`config.mk`:
```
export PLATFORM = sky130hd
export DESIGN_NAME = ddo_div
export DESIGN_NICKNAME = d
export VERILOG_FILES = /design/src/ddo_pkg.sv /design/src/ddo_div.sv
export SDC_FILE = /design/constraint.sdc
export NUM_CORES = 1
export LEC_CHECK = 0
export BUFFER_PORTS_ARGS = -buffer_cell sky130_fd_sc_hd__clkbuf_2
export CAP_MARGIN = 40
export CORE_UTILIZATION = 61
export DETAILED_ROUTE_END_ITERATION = 10
export PLACE_DENSITY = 0.82
export SETUP_SLACK_MARGIN = 0.1
export SYNTH_ARGS = -nofsm -noshare
export SYNTH_HDL_FRONTEND = slang
export SYNTH_SLANG_ARGS = --single-unit
```
`constraint.sdc`:
```
create_clock -name clk_i -period 5.1 [get_ports clk_i]
set_input_delay 0.51 -clock clk_i [delete_from_list [all_inputs] [get_ports clk_i]]
set_output_delay 0.51 -clock clk_i [all_outputs]
set_load 0.01 [all_outputs]
```
`src/ddo_pkg.sv`:
```
// Package for the differential drive odometry block.
// Holds payload structs, opcodes, register indexes and fixed-point constants.
// No dependencies.
package ddo_pkg;

  typedef enum logic [1:0] {
    OP_UPDATE = 2'd0,
    OP_LOAD   = 2'd1,
    OP_ZERO   = 2'd2,
    OP_NONE   = 2'd3
  } op_e;

  localparam logic [2:0] REG_MPT     = 3'd0;
  localparam logic [2:0] REG_RPM     = 3'd1;
  localparam logic [2:0] REG_MIN_US  = 3'd2;
  localparam logic [2:0] REG_START_X = 3'd3;
  localparam logic [2:0] REG_START_Y = 3'd4;
  localparam logic [2:0] REG_START_H = 3'd5;

  localparam logic signed [36:0] PI_Q24      = 37'sd52707179;
  localparam logic signed [36:0] TWO_PI_Q24  = 37'sd105414357;
  localparam logic signed [36:0] HALF_PI_Q24 = 37'sd26353589;
  localparam logic signed [33:0] GAIN_Q30    = 34'sd652032874;

  typedef struct packed {
    logic [1:0]         operation;
    logic signed [31:0] left_ticks;
    logic signed [31:0] right_ticks;
    logic [19:0]        elapsed_us;
    logic [7:0]         pose_x_byte;
    logic [7:0]         pose_y_byte;
    logic [7:0]         pose_heading_byte;
  } in_t;

  typedef struct packed {
    logic               updated;
    logic signed [31:0] x_pos;
    logic signed [31:0] y_pos;
    logic signed [31:0] heading;
    logic signed [31:0] forward_speed;
    logic signed [31:0] turn_rate;
    logic signed [31:0] left_speed;
    logic signed [31:0] right_speed;
  } out_t;

  typedef enum logic [4:0] {
    S_IDLE, S_DIFF, S_MUL_L, S_MUL_R, S_ROT, S_ANG, S_MOD, S_FOLD, S_CORDIC,
    S_PX, S_PY, S_SPD_MUL, S_SPD_DIV, S_SPD_ST, S_LOAD, S_OUT
  } state_e;

  // Control from the sequencer to the divider.
  typedef struct packed {
    logic start;
  } div_ctl_t;

  typedef struct packed {
    logic busy;
    logic done;
  } div_sts_t;

  function automatic logic signed [31:0] sat32(input logic signed [65:0] v);
    if (v > 66'sd2147483647) begin
      return 32'sh7FFFFFFF;
    end else if (v < -66'sd2147483648) begin
      return 32'sh80000000;
    end
    return v[31:0];
  endfunction

  function automatic logic signed [33:0] atan_q30(input logic [4:0] i);
    case (i)
      5'd0:  return 34'h03243F6A8 ;
      5'd1:  return 34'h01DAC6705;
      5'd2:  return 34'h00FADBAFC;
      5'd3:  return 34'h007F56EA6;
      5'd4:  return 34'h003FEAB76;
      5'd5:  return 34'h001FFD55B;
      5'd6:  return 34'h000FFFAAA;
      5'd7:  return 34'h0007FFF55;
      5'd8:  return 34'h0003FFFEA;
      5'd9:  return 34'h0001FFFFD;
      5'd10: return 34'h0000FFFFF;
      5'd11: return 34'h00007FFFF;
      5'd12: return 34'h00003FFFF;
      5'd13: return 34'h00001FFFF;
      5'd14: return 34'h00000FFFF;
      5'd15: return 34'h000007FFF;
      5'd16: return 34'h000003FFF;
      5'd17: return 34'h000001FFF;
      5'd18: return 34'h000000FFF;
      5'd19: return 34'h0000007FF;
      5'd20: return 34'h0000003FF;
      5'd21: return 34'h0000001FF;
      5'd22: return 34'h0000000FF;
      5'd23: return 34'h00000007F;
      5'd24: return 34'h00000003F;
      5'd25: return 34'h00000001F;
      5'd26: return 34'h00000000F;
      5'd27: return 34'h000000008;
      5'd28: return 34'h000000004;
      5'd29: return 34'h000000002;
      5'd30: return 34'h000000001;
      default: return 34'h0;
    endcase
  endfunction

endpackage

```
`src/ddo_div.sv`:
```
// Restoring divider for the odometry speeds, one quotient bit per cycle.
// Signed dividend, unsigned divisor, quotient truncated toward zero.
// Depends on ddo_pkg.
module ddo_div
  import ddo_pkg::*;
(
  input  logic               clk_i,
  input  logic               rst_ni,
  input  div_ctl_t           ctl_i,
  input  logic signed [63:0] dividend_i,
  input  logic [27:0]        divisor_i,
  output div_sts_t           sts_o,
  output logic signed [31:0] quot_o
);

  logic [62:0] rem_q, rem_d;
  logic [62:0] quo_q, quo_d;
  logic [27:0] dvs_q, dvs_d;
  logic        neg_q, neg_d;
  logic [5:0]  cnt_q, cnt_d;
  logic        busy_q, busy_d;
  logic        done_q, done_d;
  logic [63:0] mag;
  logic [63:0] trial;
  logic signed [64:0] sq;

  always_comb begin
    mag    = dividend_i[63] ? 64'(-dividend_i) : 64'(dividend_i);
    rem_d  = rem_q;
    quo_d  = quo_q;
    dvs_d  = dvs_q;
    neg_d  = neg_q;
    cnt_d  = cnt_q;
    busy_d = busy_q;
    done_d = 1'b0;
    trial  = {rem_q, quo_q[62]} - {36'd0, dvs_q};
    if (ctl_i.start) begin
      rem_d  = '0;
      quo_d  = mag[62:0];
      dvs_d  = divisor_i;
      neg_d  = dividend_i[63];
      cnt_d  = 6'd63;
      busy_d = 1'b1;
    end else if (busy_q) begin
      if (!trial[63]) begin
        rem_d = trial[62:0];
        quo_d = {quo_q[61:0], 1'b1};
      end else begin
        rem_d = {rem_q[61:0], quo_q[62]};
        quo_d = {quo_q[61:0], 1'b0};
      end
      cnt_d = cnt_q - 6'd1;
      if (cnt_q == 6'd1) begin
        busy_d = 1'b0;
        done_d = 1'b1;
      end
    end
  end

  always_ff @(posedge clk_i or negedge rst_ni) begin
    if (!rst_ni) begin
      busy_q <= 1'b0;
      done_q <= 1'b0;
      cnt_q  <= '0;
    end else begin
      busy_q <= busy_d;
      done_q <= done_d;
      cnt_q  <= cnt_d;
    end
  end

  always_ff @(posedge clk_i) begin
    rem_q <= rem_d;
    quo_q <= quo_d;
    dvs_q <= dvs_d;
    neg_q <= neg_d;
  end

  assign sq          = neg_q ? -$signed({2'b0, quo_q}) : $signed({2'b0, quo_q});
  assign quot_o      = sat32(66'(sq));
  assign sts_o.busy  = busy_q;
  assign sts_o.done  = done_q;

endmodule

```
==> impl_metrics.yaml <==
clock_tree:
  numCtsBuffers: 17
  clockRootBuffer: "clkbuf_16"
  htreeDepth: 4
  cts.path.max_buffers: 2
  clock_latency_ps: 440
  clk_pin_slew_ps: 70
  clkSinkCount: 163
  cts_tree: "done"
power:
  peakVddDrop_v: 0.0003349
  p_leak_nw: 5.535
  power.density_nw_per_um2: 470.0
place:
  port_buffers: 128
  pre_cts_slack_ps: 362.3
  routabilityCongestion: 0.9743
  dp_hpwl_mm: 24.81
timing:
  maxSlewHeadroom: 0.4035
  period_share: 0.9396
  tightest_slew_ps: 888.0
  final-setup-viol-count: 0
  fin_crit_ps: 4792
  fmaxAchievable_mhz: 208.7
  fin_ws_ps: 308.0
  hold_viol_final: 0
  clock-skew-final_ps: 15.31
  tns_ps: 0
  rsz0062_at_grt: "no"
  slew_viol_final: 0
critical_path:
  slowest_delay_ps: 680
  crit_path_cell_trace: "nor4_1 -> nand4_1 -> buf_4 -> or3_1 -> o41ai_1 -> a22oi_1 -> a311oi_1 -> a21oi_4 -> buf_12 -> o21ai_0 -> clkbuf_2"
  worstPathRequired_ps: 4590
  crit_cells: 11
  critPathTopFamily: "compound AO/OA/AOI/OAI gates"
  end_kind: "output pin"
  critPathBufInv: 3
  crit_arrival_ps: 4280
  cp_slowest_cell: "a311oi_1"
  worst_setup_path_start_kind: "flop"
  path_max_fanout: 31
  crit_type: "reg -> out"
  worstRegToRegCells: 12
global_routing:
  grt_pass1_vias: 11510
  grt_usage: 0.3278
  grt_antenna_before_repair: 0
  grt_max_degree: 94
  grt_pass1_wl_mm: 57.13
  grt.overflow.total: 0
drt:
  drtAntennaViolNets: 0
  drtPass1Iterations: 6
  vias_per_cell: 6.443
  drt_iter0_markers: 999
  vias: 12180
  drc: 0
  wl_per_cell_um: 18.41
  wl_mm: 34.81
logic_synthesis:
  netlist_top_cells_count: "nor2_1, nand2_1, xor2_1"
  ys_seq_area_frac: 0.3348
  synth_top_area_frac: 0.2190
  ys_ff_latch: 163
  synth-warning-count: 0
  netlist_instances: 1524
  synth-async-reset-ratio: 0.04908
  synth-edff-count: 92
  syn_nets: 1652
  synth-xor-area-share: 0.09580
  muxShareOfSynthArea: 0.01121
  synth_compound_area_frac: 0.2289
  synth_area_um2: 12620
  synth_ff_type: "edfxtp_1"
  synth_area_leader_cell: "edfxtp_1"
  yosys.area_share.adder: 0.03332
  synth_simple_gate_area_share: 0.2459
  ys_top_cells_by_area: "edfxtp_1, dfxtp_1, xor2_1"
  synth_top_family_by_area: "simple AND/OR/NAND/NOR gates"
  yosysMostFrequentCell: "nor2_1"
  ys_types: 88
  syn_area_per_cell_um2: 8.278
die:
  coreArea_um2: 20230
  start_util: 0.6235
  die_area_um2: 21260
  row_count: 52
  die_x_um: 145.8
  ios: 129
  die_h_um: 145.8
finish:
  drive_above_1_share: 0.1610
  layout.nets: 1736
  antenna_cells: 0
  syn_to_final_growth_pct: 12.46
min_path:
  min_path_cells: 1
  min_path_type: "in -> reg"
flow_run:
  max_cap_viol_count: 0
run_status:
  outcome: "complete, no violations"
report_power, final:
group	total [mW]	internal (mW)	switching [mW]
clock network	1.25	0.686	0.560
logic	3.34	1.34	2.00
registers	2.09	1.72	0.367
cells by family (layout without fill, tap and decap cells):
logic type,count (synthesis),after routing
muxes,14,14
xor gates and xnor gates,138,138
and+or+nand+nor,599,599
adders and majority gates,33,33
buffers and inverters,154,251
DFF,163,163
AOI/OAI and AO/OA,423,423
repair_timing:
action / CTS / global route
gates cloned: 0 / 0
setup endpoints to repair: 31 / 31
pin swaps: 0 / 1
endpoints found under the hold margin: 8 / 0
gates resized for setup: 3 / 9
setup buffers: 0 / 2
hold buffers: 1 / 0
per-stage QoR:
| step | instances | hold WS, ps | instance area (µm²) | total power [mW] | util |
|---|---|---|---|---|---|
| 3_5_place_dp | 1856 | 364.6 | 13530 | 5.343 | 0.6687 |
| 2_1_floorplan | 1524 | 214.4 | 12620 | 4.506 | - |
| 6_report | 1891 | 245.2 | 14190 | 6.668 | 0.7012 |
| 4_1_cts | 1889 | 237.5 | 14120 | 6.606 | 0.6977 |
| 3_3_place_gp | 1850 | 361.2 | 13410 | 5.254 | 0.6628 |
| 5_1_grt | 1891 | 235.0 | 14190 | 7.132 | 0.7012 |
per-layer routing:
metal / part of all wire / track usage / up-vias
li1: - / - / 5854
met1: 0.43 / 0.4281 / 5759
met2: 0.49 / 0.5502 / 494
met3: 0.059 / 0.04232 / 76
met4: 0.024 / 0.1311 / 0
met5: 0 / 0 / -
state kept, by name (all words and copies together), names as in the netlist:
| register | cells |
|---|---|
| dvs_q | 28 |
| done_q | 1 |
| cnt_q | 6 |
| rem_q | 63 |
| quo_q | 63 |
| busy_q | 1 |
| neg_q | 1 |
cell type report:
| type | instances | area, µm² |
|---|---|---|
| repair buffers | 166 | 1013 |
| well taps | 270 | 337.8 |
| clock inverters | 12 | 106.4 |
| flip-flops and latches | 163 | 4225 |
| fillers | 1679 | 6047 |
| inverters | 53 | 198.9 |
| clock buffers | 20 | 446.7 |
| multi-input cells | 1207 | 7859 |
worst reg2reg max path, delay by kind of cell (launching register included):
| kind | cells | cell delay [ps] |
|---|---|---|
| AND/OR/NAND/NOR | 7 | 2700 |
| AO/OA/AOI/OAI | 2 | 580 |
| flip-flops | 1 | 330 |
| buffers and inverters | 2 | 270 |
| adder cells (fa/ha/maj) | 1 | 250 |
layout by cell type, fill, tap and decap left out, types with 20 or more instances in the layout:
| cell type | instances |
|---|---|
| a21o_1 | 20 |
| a21oi_1 | 97 |
| a311oi_1 | 35 |
| buf_4 | 30 |
| clkbuf_2 | 127 |
| dfxtp_1 | 63 |
| edfxtp_1 | 92 |
| ha_1 | 32 |
| inv_1 | 50 |
| nand2_1 | 140 |
| nand3_1 | 34 |
| nand4_1 | 27 |
| nor2_1 | 160 |
| nor3_1 | 46 |
| nor4_1 | 25 |
| o21ai_0 | 79 |
| o31ai_1 | 46 |
| o41ai_1 | 22 |
| or3_1 | 32 |
| or4_1 | 26 |
| xnor2_1 | 34 |
| xor2_1 | 104 |
final timing paths:
| path | from | end | slack (ps) |
|---|---|---|---|
| worst max-delay path | quo_q[8] | quot_o[1] | 310 |
| worst min-delay path | divisor_i[24] | dvs_q[24] | 250 |
| worst max register to register | dvs_q[27] | rem_q[36] | 890 |
| worst min register to register | rem_q[26] | rem_q[26] | 490 |
| max in group asynchronous | rst_ni | busy_q | 4440 |
| min in group asynchronous | rst_ni | done_q | 470 |
No activity file was read; power rests on OpenSTA's default activity.
